===== config.mk =====
export PLATFORM = sky130hd
export DESIGN_NAME = lncms_engine
export DESIGN_NICKNAME = d
export VERILOG_FILES = /design/src/sv/lncms_pkg.sv /design/src/sv/lncms_engine.sv
export SDC_FILE = /design/constraint.sdc
export NUM_CORES = 1
export LEC_CHECK = 0
export ABC_AREA = 1
export BUFFER_PORTS_ARGS = -buffer_cell sky130_fd_sc_hd__buf_2
export CORE_AREA = 2 2 183 185
export DETAILED_ROUTE_END_ITERATION = 16
export DIE_AREA = 0 0 185 187
export GPL_ROUTABILITY_DRIVEN = 0
export PLACE_DENSITY = 0.71
export SLEW_MARGIN = 20
export SYNTH_ARGS = -nofsm -noshare
export SYNTH_HDL_FRONTEND = slang
export SYNTH_SLANG_ARGS = --single-unit

===== constraint.sdc =====
create_clock -name clk -period 16.82 [get_ports clk]
set_input_delay 2.523 -clock clk [delete_from_list [all_inputs] [get_ports clk]]
set_output_delay 2.523 -clock clk [all_outputs]
set_load 0.05 [all_outputs]

===== src/sv/lncms_pkg.sv =====
// ----------------------------------------------------------------------------
// lncms_pkg
// Shared types, constants and helpers for the layered nibble count-min sketch.
// ----------------------------------------------------------------------------
package lncms_pkg;

    localparam int ROWS       = 4;
    localparam int LIGHT_AW   = 10;   // 1024 light words
    localparam int HEAVY_AW   = 8;    // 256 heavy words, all of them used
    localparam int HASH_W     = 32;
    localparam int EST_W      = 35;
    localparam int LAYERS     = 8;
    localparam int LAYER_W    = 3;
    localparam int ROW_W      = 2;
    localparam int CLR_W      = LIGHT_AW + 1;

    localparam logic KIND_INSERT = 1'b0;
    localparam logic KIND_QUERY  = 1'b1;

    localparam logic [3:0] NIB_FULL = 4'hF;
    localparam logic [3:0] NIB_OVF  = 4'h8;
    localparam logic [2:0] LOW_FULL = 3'h7;

    typedef struct packed {
        logic                rd_en;
        logic [LIGHT_AW-1:0] rd_addr;
        logic                wr_en;
        logic [LIGHT_AW-1:0] wr_addr;
        logic [63:0]         wr_data;
    } light_req_t;

    typedef struct packed {
        logic                rd_en;
        logic [HEAVY_AW-1:0] rd_addr;
        logic                wr_en;
        logic [HEAVY_AW-1:0] wr_addr;
        logic [63:0]         wr_data;
    } heavy_req_t;

    // Heavy word address of layer k: layer sizes halve from 128 down to 2 words
    function automatic logic [HEAVY_AW-1:0] heavy_addr(input logic [LIGHT_AW-1:0] widx,
                                                        input logic [LAYER_W-1:0] k);
        logic [HEAVY_AW-1:0] a;
        case (k)
            3'd0:    a = {1'b0, widx[6:0]};
            3'd1:    a = 8'd128 + {2'b0, widx[5:0]};
            3'd2:    a = 8'd192 + {3'b0, widx[4:0]};
            3'd3:    a = 8'd224 + {4'b0, widx[3:0]};
            3'd4:    a = 8'd240 + {5'b0, widx[2:0]};
            3'd5:    a = 8'd248 + {6'b0, widx[1:0]};
            3'd6:    a = 8'd252 + {7'b0, widx[0]};
            default: a = 8'd254 + {7'b0, widx[0]};
        endcase
        return a;
    endfunction

    function automatic logic [3:0] get_nib(input logic [63:0] w, input logic [3:0] pos);
        return w[{pos, 2'b00} +: 4];
    endfunction

    function automatic logic [63:0] set_nib(input logic [63:0] w, input logic [3:0] pos,
                                            input logic [3:0] v);
        logic [63:0] r;
        r = w;
        r[{pos, 2'b00} +: 4] = v;
        return r;
    endfunction

endpackage


===== src/sv/lncms_engine.sv =====
// ----------------------------------------------------------------------------
// lncms_engine
// Row sequencer: reads, updates and writes back light and heavy counters.
// ----------------------------------------------------------------------------
module lncms_engine
    import lncms_pkg::*;
(
    input  logic               clk,
    input  logic               rst_n,
    input  logic               store_ready,
    input  logic               s_tvalid,
    output logic               s_tready,
    input  logic [127:0]       s_tdata,
    input  logic               s_tuser,
    output logic               m_tvalid,
    input  logic               m_tready,
    output logic [EST_W-1:0]   estimate,
    output logic               saturated,
    output light_req_t         light_req,
    output heavy_req_t         heavy_req,
    input  logic [63:0]        light_rdata,
    input  logic [63:0]        heavy_rdata
);

    localparam logic [2:0] ST_IDLE  = 3'd0;
    localparam logic [2:0] ST_L_RD  = 3'd1;
    localparam logic [2:0] ST_L_CHK = 3'd2;
    localparam logic [2:0] ST_H_RD  = 3'd3;
    localparam logic [2:0] ST_H_CHK = 3'd4;
    localparam logic [2:0] ST_W_RD  = 3'd5;
    localparam logic [2:0] ST_W_WR  = 3'd6;
    localparam logic [2:0] ST_END   = 3'd7;

    logic [2:0]         state_reg, state_next;
    logic [ROW_W-1:0]   row_reg, row_next;
    logic [LAYER_W-1:0] layer_reg, layer_next;
    logic [LAYER_W-1:0] hit_reg, hit_next;
    logic [EST_W-1:0]   acc_reg, acc_next;
    logic [EST_W-1:0]   best_reg, best_next;
    logic               sat_reg, sat_next;
    logic               kind_reg;
    logic [127:0]       hash_reg;
    logic               ovalid_reg, ovalid_next;
    logic [EST_W-1:0]   est_reg;
    logic               osat_reg;
    logic               load;

    logic [HASH_W-1:0]   hash;
    logic [LIGHT_AW-1:0] widx;
    logic [3:0]          pos;
    logic [3:0]          lnib;
    logic [3:0]          hnib;
    logic [HEAVY_AW-1:0] haddr;
    logic [EST_W-1:0]    row_min;
    logic [5:0]          shamt;

    assign hash  = hash_reg[row_reg * HASH_W +: HASH_W];
    assign widx  = hash[LIGHT_AW+3:4];
    assign pos   = hash[3:0];
    assign lnib  = get_nib(light_rdata, pos);
    assign hnib  = get_nib(heavy_rdata, pos);
    assign haddr = heavy_addr(widx, layer_reg);
    assign shamt = 6'd3 + {1'b0, layer_reg, 2'b00};
    assign row_min = (acc_reg < best_reg) ? acc_reg : best_reg;

    assign s_tready  = (state_reg == ST_IDLE) && store_ready;
    assign m_tvalid  = ovalid_reg;
    assign estimate  = est_reg;
    assign saturated = osat_reg;

    // Sequence the rows and layers
    always_comb
    begin
        state_next  = state_reg;
        row_next    = row_reg;
        layer_next  = layer_reg;
        hit_next    = hit_reg;
        acc_next    = acc_reg;
        best_next   = best_reg;
        sat_next    = sat_reg;
        load        = 1'b0;
        light_req   = '0;
        heavy_req   = '0;
        light_req.rd_addr = widx;
        light_req.wr_addr = widx;
        heavy_req.rd_addr = haddr;
        heavy_req.wr_addr = haddr;
        case (state_reg)
            ST_IDLE:
            begin
                if (s_tvalid && s_tready)
                begin
                    row_next   = '0;
                    best_next  = '1;
                    sat_next   = 1'b0;
                    state_next = ST_L_RD;
                end
            end
            ST_L_RD:
            begin
                light_req.rd_en = 1'b1;
                state_next      = ST_L_CHK;
            end
            ST_L_CHK:
            begin
                layer_next = '0;
                if (kind_reg == KIND_QUERY)
                begin
                    acc_next   = EST_W'(lnib[2:0]);
                    state_next = lnib[3] ? ST_H_RD : ST_END;
                    if (!lnib[3])
                    begin
                        acc_next = EST_W'(lnib);
                    end
                end
                else if (lnib[2:0] != LOW_FULL)
                begin
                    light_req.wr_en   = 1'b1;
                    light_req.wr_data = set_nib(light_rdata, pos, lnib + 4'd1);
                    state_next        = ST_END;
                end
                else
                begin
                    state_next = ST_H_RD;
                end
            end
            ST_H_RD:
            begin
                heavy_req.rd_en = 1'b1;
                state_next      = ST_H_CHK;
            end
            ST_H_CHK:
            begin
                if (kind_reg == KIND_QUERY)
                begin
                    acc_next   = acc_reg + (EST_W'(hnib) << shamt);
                    layer_next = layer_reg + LAYER_W'(1);
                    state_next = (layer_reg == LAYER_W'(LAYERS - 1)) ? ST_END : ST_H_RD;
                end
                else if (hnib == NIB_FULL)
                begin
                    if (layer_reg == LAYER_W'(LAYERS - 1))
                    begin
                        // Carry would leave the last layer: pin the light nibble
                        light_req.wr_en   = 1'b1;
                        light_req.wr_data = set_nib(light_rdata, pos, NIB_FULL);
                        sat_next          = 1'b1;
                        state_next        = ST_END;
                    end
                    else
                    begin
                        layer_next = layer_reg + LAYER_W'(1);
                        state_next = ST_H_RD;
                    end
                end
                else
                begin
                    light_req.wr_en   = 1'b1;
                    light_req.wr_data = set_nib(light_rdata, pos, NIB_OVF);
                    hit_next          = layer_reg;
                    layer_next        = '0;
                    state_next        = ST_W_RD;
                end
            end
            ST_W_RD:
            begin
                heavy_req.rd_en = 1'b1;
                state_next      = ST_W_WR;
            end
            ST_W_WR:
            begin
                heavy_req.wr_en = 1'b1;
                if (layer_reg == hit_reg)
                begin
                    heavy_req.wr_data = set_nib(heavy_rdata, pos, hnib + 4'd1);
                    state_next        = ST_END;
                end
                else
                begin
                    heavy_req.wr_data = set_nib(heavy_rdata, pos, 4'd0);
                    layer_next        = layer_reg + LAYER_W'(1);
                    state_next        = ST_W_RD;
                end
            end
            ST_END:
            begin
                if (kind_reg == KIND_QUERY)
                begin
                    best_next = row_min;
                end
                if (row_reg == ROW_W'(ROWS - 1))
                begin
                    if (!ovalid_reg || m_tready)
                    begin
                        load       = 1'b1;
                        state_next = ST_IDLE;
                    end
                end
                else
                begin
                    row_next   = row_reg + ROW_W'(1);
                    state_next = ST_L_RD;
                end
            end
            default:
            begin
                state_next = ST_IDLE;
            end
        endcase
    end

    // Hold the output valid until the transfer completes
    always_comb
    begin
        ovalid_next = ovalid_reg;
        if (m_tready)
        begin
            ovalid_next = 1'b0;
        end
        if (load)
        begin
            ovalid_next = 1'b1;
        end
    end

    always_ff @(posedge clk or negedge rst_n)
    begin
        if (!rst_n)
        begin
            state_reg  <= ST_IDLE;
            ovalid_reg <= 1'b0;
        end
        else
        begin
            state_reg  <= state_next;
            ovalid_reg <= ovalid_next;
        end
    end

    // Payload and working registers
    always_ff @(posedge clk)
    begin
        row_reg   <= row_next;
        layer_reg <= layer_next;
        hit_reg   <= hit_next;
        acc_reg   <= acc_next;
        best_reg  <= best_next;
        sat_reg   <= sat_next;
        if (s_tvalid && s_tready)
        begin
            kind_reg <= s_tuser;
            hash_reg <= s_tdata;
        end
        if (load)
        begin
            est_reg  <= (kind_reg == KIND_QUERY) ? row_min : '0;
            osat_reg <= (kind_reg == KIND_INSERT) && sat_reg;
        end
    end

    a_load_free: assert property (@(posedge clk) disable iff (!rst_n)
        load |-> (!ovalid_reg || m_tready))
        else $error("result loaded over an untaken result");

    a_zero_walk: assert property (@(posedge clk) disable iff (!rst_n)
        (state_reg == ST_W_WR) |-> (layer_reg <= hit_reg))
        else $error("zeroing walk passed the hit layer");

    a_sat_insert: assert property (@(posedge clk) disable iff (!rst_n)
        (load && sat_reg && kind_reg == KIND_INSERT) |=> (m_tvalid && saturated))
        else $error("saturation flag lost");

    a_no_dual_write: assert property (@(posedge clk) disable iff (!rst_n)
        !(light_req.wr_en && heavy_req.wr_en))
        else $error("light and heavy written in one cycle");

endmodule


==> results of run 1 <==
[cell type report]
class / count / area, µm² / area share
inverters: 249 / 937 / 0.0546
clock buffers: 18 / 429 / 0.0250
flip-flops and latches: 176 / 5270 / 0.307
multi-input cells: 1477 / 7700 / 0.448
well taps: 448 / 561 / 0.0326
diodes: 4 / 10.0 / 0.000583
clock inverters: 14 / 190 / 0.0111
repair buffers: 407 / 2080 / 0.121
[stage by stage]
step / hold WS [ns] / total power, mW / cells / setup slack (ns)
6_report: 0.550 / 3.67 / 2793 / 8.66
4_1_cts: 0.550 / 3.62 / 2788 / 8.88
2_1_floorplan: 0.455 / 2.63 / 2012 / 7.23
3_3_place_gp: 0.522 / 3.16 / 2756 / 9.08
5_1_grt: 0.602 / 3.87 / 2793 / 8.28
3_5_place_dp: 0.533 / 3.20 / 2756 / 9.03
[cell families after synthesis]
family | count (synthesis)
simple gates | 937
buf+inv | 359
xor+xnor | 5
flops | 176
fa+ha+maj | 79
compound gates | 456
[final timing paths]
check	from	to	slack, ns
setup / recovery	row_reg[1]	light_req[51]	8.66
hold / removal	sat_reg	saturated	0.55
setup reg to reg	row_reg[1]	acc_reg[25]	10.27
hold reg to reg	sat_reg	saturated	0.55
max in group asynchronous	rst_n	state_reg[0]	14.76
min in group asynchronous	rst_n	m_tvalid	1.91
[layout by cell type, fill, tap and decap left out, drive strengths merged, types with 3 or more instances in the layout]
cell	n
nand2	473
buf	407
nor2	266
inv	253
o21ai	185
a21oi	174
edfxtp	172
nand3	147
ha	78
a22oi	32
clkbuf	18
nor3	18
o21a	12
nand4	12
o22ai	10
o211ai	10
a2bb2oi	8
clkinv	8
or2	7
nor4	5
a31oi	5
a21o	5
diode	4
xnor2	4
o21bai	4
dfrtp	4
nand3b	3
a21boi	3
[power by group]
group          switching (mW)  total [mW]  leakage (nW)  internal [mW]
combinational            2.02        2.60          6.53          0.588
sequential             0.0590       0.651          1.56          0.592
clock                   0.201       0.418         0.298          0.217
total                    2.28        3.67          8.39           1.40
[layer usage]
metal	vias up	track usage	routed length (µm)
met5	-	0	58
met4	4	0.151	2850
met3	178	0.0467	4620
met2	901	0.493	24900
met1	7100	0.349	18900
li1	7355	-	-
[worst min-delay path, stage by stage, from the launching register on]
cell	delay [ns]
edfxtp_1	0.33
inv_1	0.04
nor2_1	0.08
==> run metrics, run 1 <==
max reg flops 56; Post-DP Area between 15000 and 20000 µm²; Die ar. 34600 µm²; Slew Limit Fails 0; CP required 14.30 ns; Lkg Pwr 8.39 nW; status finished, final reports clean; grt total ovfl 0; Worst EP arrival about 5.6 ns; Crit Path Max Fanout 85; Worst path depth 20; post-synthesis xor/xnor area fraction 0.00302; layout cells sized above 1 0.226; Antenna Nets Post-Route 0; DR DRC count 0; Power Dens Cells between 200 and 250 nW/µm²; port bufs 395; register bit total from synthesis roughly 180; Die Span X 185 µm; first-pass GRT wire length between 70000 and 80000 µm; TritonCTS clock tree built; synth cell count leaders 461 x nand2_1, 249 x nor2_1, 230 x inv_1; sequence of cells on the critical path inv_2 -> nand3_2 -> nand2_4 -> buf_4 -> a21oi_1 -> o21ai_1 -> nand3_1 -> nand3_1 -> nand2_1 -> ha_1 -> ha_1 -> nor3_2 -> buf_4 -> inv_1 -> nand3_2 -> o21ai_0 -> inv_1 -> o21ai_1 -> inv_1 -> buf_2; CTS buffer count 17; Initial Utilization 0.441; peak supply drop 0.000273 V; CTS sink count 176; # nets final ~2700; final instance area 17200 µm²; # H-tree levels 4; post-synth top area cell edfxtp_1; library cells used by synthesis 58; Ys Warns 0; Post-CTS Setup Inserts 0; Skew-Pair Late Insertion Delay roughly 0.45 ns; Layout Area Growth over Synthesis 18.4%; Vias around 16000; Seq/Total Area, Yosys 0.363; period utilization 0.485; count leader, synth nand2_1; post-synthesis mux area share 0; via count of the first global-routing pass 14400; clk_skew 0.0212 ns; # fillers ~3300; cells after synthesis 2012; class of the worst hold path reg -> reg; First-pass DRT Iterations 6; Largest stage delay, worst path between 0.7 and 0.8 ns; Final Routed Wirelength 51300 µm; Root Driver clkbuf_16; Synth Area in Compound Gates 0.179; Worst-path clk slew 0.07 ns; syn avg cell area 7.21 µm²; Finished Core Util 0.522; max_cap viols 0; Die H between 150 and 200 µm; initial antenna violation count 7; hold path depth 2; worst path buffer plus inverter count 7; Cell Rows 67; Post-Synth Simple-Gate Area 0.276; Top Family by Delay on Critical Path buffers and inverters; maximum root-to-sink buffer count 2; synth top area cells edfxtp_1 36%, nand2_1 12%, ha_1 6.7%; CP Launch Type flip-flop; final hold viol count 0; pin count of the biggest net entering global routing 86; RSZ-0062 raised after global routing no; share of the synthesized area in the top cell type 0.356; crit path max-delay cell type edfxtp_1; DP HPWL around 40000 µm; Ports 468; post-synthesis net count 2353; Slew @ Worst Pin 0.893 ns; Reg2Reg Depth 27; core area 32900 µm²; final setup fails 0; crit end category output port; GR Util All Layers 0.289; Tmin final 8.16 ns; Post-Syn Area around 15000 µm²; Post-synth EDFFs 172; main combinational cell family by area after synthesis simple AND/OR/NAND/NOR gates; Starting DRT DRC Count between 1500 and 2000; Top FF cell, synth edfxtp_1; CTS resizes 0; cell mode on critical path inv_1; Post-Synth Adder-Cell Area 0.0687; Post-CTS Hold Fix Bufs 0; FFs w/ async S/R, synth 0.0227; Crit Path Category reg -> out; Vias/cell 5.56; setup_tns 0 ns; wire per inst 18.4 µm; f_max approximately 120 MHz; Worst slew margin 0.403
(Power assumes the default switching activity.)
==> inputs of run 2 (changes only) <==
--- a/config.mk
+++ b/config.mk
@@ -11,7 +11,7 @@
 export DETAILED_ROUTE_END_ITERATION = 16
 export DIE_AREA = 0 0 185 187
 export GPL_ROUTABILITY_DRIVEN = 0
-export PLACE_DENSITY = 0.71
+export PLACE_DENSITY = 0.74
 export SLEW_MARGIN = 20
 export SYNTH_ARGS = -nofsm -noshare
 export SYNTH_HDL_FRONTEND = slang
==> constraint.sdc (replaced) <==
create_clock -name clk -period 6.65 [get_ports clk]
set_input_delay 0.9975 -clock clk [delete_from_list [all_inputs] [get_ports clk]]
set_output_delay 0.9975 -clock clk [all_outputs]
set_load 0.05 [all_outputs]
==> run 2 against run 1 <==
Effect of this change: global-route usage rose by 0.19 points; final cell count is 0.29% higher; count of clock-buffer cells in the layout down 1; total power grew to 2.5 times the previous value; sequential share of layout area fell by 0.060 points; routed wire length about the same; core utilization increased by 0.10 points; flip-flop and latch count unchanged; die area unchanged; first-iteration DRC count rose by 2.9%; clock power is 140% higher; sequential power rose to 2.5 times the previous value; largest cell class unchanged; largest power group unchanged; highest routed layer unchanged.
==> run metrics, run 2 (synthesized netlist as in run 1, its figures left out) <==
CP Launch Type flip-flop; wire per inst 18.3 µm (-0.31%); first-pass GRT wire length 78200 µm (+0.88%); Worst EP arrival 5.09 ns (-0.55 ns); start of the worst register-to-register path row_reg[0]; Initial Utilization 0.441 (unchanged); period utilization 0.915; # H-tree levels 4 (unchanged); Root Driver clkbuf_16; Crit Path Max Fanout 53 (-38%); clk_skew 0.0129 ns (-0.00830 ns); final instance area 17200 µm² (+0.20%); Layout Area Growth over Synthesis 18.6%; CP Launch Point row_reg[0]; port bufs 395 (unchanged); CTS sink count 176 (unchanged); Switching Power 5.73 mW (+150%); Post-CTS Hold Fix Bufs 0 (unchanged); Slew @ Worst Pin 0.943 ns (+0.0500 ns); logic gate share of total power 0.715 (+0.006); Ports 468 (unchanged); f_max 164 MHz; via count of the first global-routing pass 14800 (+2.8%); class of the worst hold path in -> async; Lkg Pwr 8.42 nW (+0.36%); CTS buffer count 17 (unchanged); RSZ-0062 raised after global routing no; Slew Limit Fails 0 (unchanged); Power Dens Cells 538 nW/µm² (+150%); CTS resizes 0 (unchanged); max_cap viols 0 (unchanged); GR Util All Layers 0.291 (+0.00190); Die Span X 185 µm (unchanged); Total Power 9.26 mW (+150%); PnR worst setup slack 0.564 ns (-8.09 ns); Die ar. 34600 µm² (unchanged); register share of total power 0.176 (about the same); Crit Path Category reg -> out; peak supply drop 0.000598 V (+120%); final setup fails 0 (unchanged); Cell Rows 67 (unchanged); crit end category output port; Vias 15700 (+1.2%); Internal Pwr Total 3.53 mW (+150%); Finished Core Util 0.523 (+0.00103); Vias/cell 5.61 (+0.88%); Tmin final 6.09 ns; grt total ovfl 0 (unchanged); # nets final 2675 (+0.22%); TritonCTS clock tree built; Post-CTS Setup Inserts 0 (unchanged); Post-DP Area 16600 µm² (+0.27%); commonest non-fill, non-tap cell in the layout nand2_1; Die H 187 µm (unchanged); pin count of the biggest net entering global routing 71 (-17%); Worst slew margin 0.370 (-0.0335); DR DRC count 0 (unchanged); Skew-Pair Late Insertion Delay 0.44 ns (about the same); First-pass DRT Iterations 6 (unchanged); CP required 5.65 ns (-8.65 ns); initial antenna violation count 8 (+1); Antenna Nets Post-Route 0 (unchanged); Final Routed Wirelength 51300 µm (about the same); maximum root-to-sink buffer count 2 (unchanged); layout cells sized above 1 0.228 (+0.00241); Starting DRT DRC Count 1637 (+2.9%); status finished, final reports clean; max reg flops 56 (unchanged); # fillers 3251 (-0.21%); core area 32900 µm² (unchanged); pre-CTS setup slack 1.02 ns (-8.01 ns); setup_tns 0 ns (unchanged); DP HPWL 40900 µm (+1.6%); switching share of power 0.619 (-0.000778); Worst-path clk slew 0.07 ns (about the same); Clk pwr share 0.109 (-0.005); final hold viol count 0 (unchanged); most frequent cells in the layout 460 x nand2_1, 395 x buf_2, 247 x nor2_1
-- run 2: cell count changes in the layout (fill, tap and decap cells not counted) --
cell	change
a21oi_2	+1
a21oi_4	-1
buf_4	+6
bufinv_16	-1
clkbuf_1	-1
clkinv_4	+1
clkinvlp_4	-1
diode_2	+2
inv_6	+2
nor3b_2	-1
nor3b_4	+1
-- run 2: power groups by stage --
stage	sequential, mW	combinational [mW]	clock, mW
6_report	1.63	6.61	1.01
5_1_grt	1.65	7.06	1.07
4_1_cts	1.63	6.47	1.03
3_5_place_dp	1.66	6.45	0
3_3_place_gp	1.65	6.34	0
2_1_floorplan	1.65	5.01	0
-- run 2: cell type report --
type	count	area, µm²	area share
multi-input cells	1477	7700	0.447
flip-flops and latches	176	5270	0.306
repair buffers	413	2120	0.124
inverters	249	937	0.0545
well taps	448	561	0.0326
clock buffers	17	425	0.0247
clock inverters	15	179	0.0104
diodes	6	15.0	0.000873
-- run 2: worst paths after layout --
path | slack [ns] | depth (start not counted) | end
max | 0.56 | 16 | light_req[29]
min | 0.36 | 1 | m_tvalid
max reg2reg | 0.85 | 29 | acc_reg[25]
min reg2reg | 0.53 | 2 | saturated
max in group asynchronous | 6.14 | 1 | state_reg[1]
min in group clk | 0.53 | 2 | saturated
-- run 2: critical path, cell delays in order, from the launching register on --
cell and delay, ns:
edfxtp_1 0.40, buf_4 0.26, nand2_1 0.14, nand3_2 0.31, nand2_4 0.43, buf_4 0.53, o21ai_0 0.14, nand2_1 0.08
nand3_1 0.11, nand3_1 0.10, nand2_1 0.16, ha_1 0.62, inv_1 0.11, nor3_1 0.50, o21ai_0 0.18, a22oi_1 0.22
buf_2 0.31
-- run 2: metal layers --
layer | track usage | vias to the layer above | share of wire
li1 | - | 7371 | -
met1 | 0.343 | 7166 | 0.37
met2 | 0.496 | 952 | 0.48
met3 | 0.0596 | 226 | 0.093
met4 | 0.154 | 4 | 0.061
met5 | 0 | - | 0.00053
-- run 2: per-stage QoR --
| step | instances | hold WS (ns) |
|---|---|---|
| finish | 2801 | 0.363 |
| global route | 2800 | 0.350 |
| CTS | 2794 | 0.344 |
| detailed placement | 2762 | 0.519 |
| global placement | 2762 | 0.526 |
| floorplan | 2012 | 0.455 |
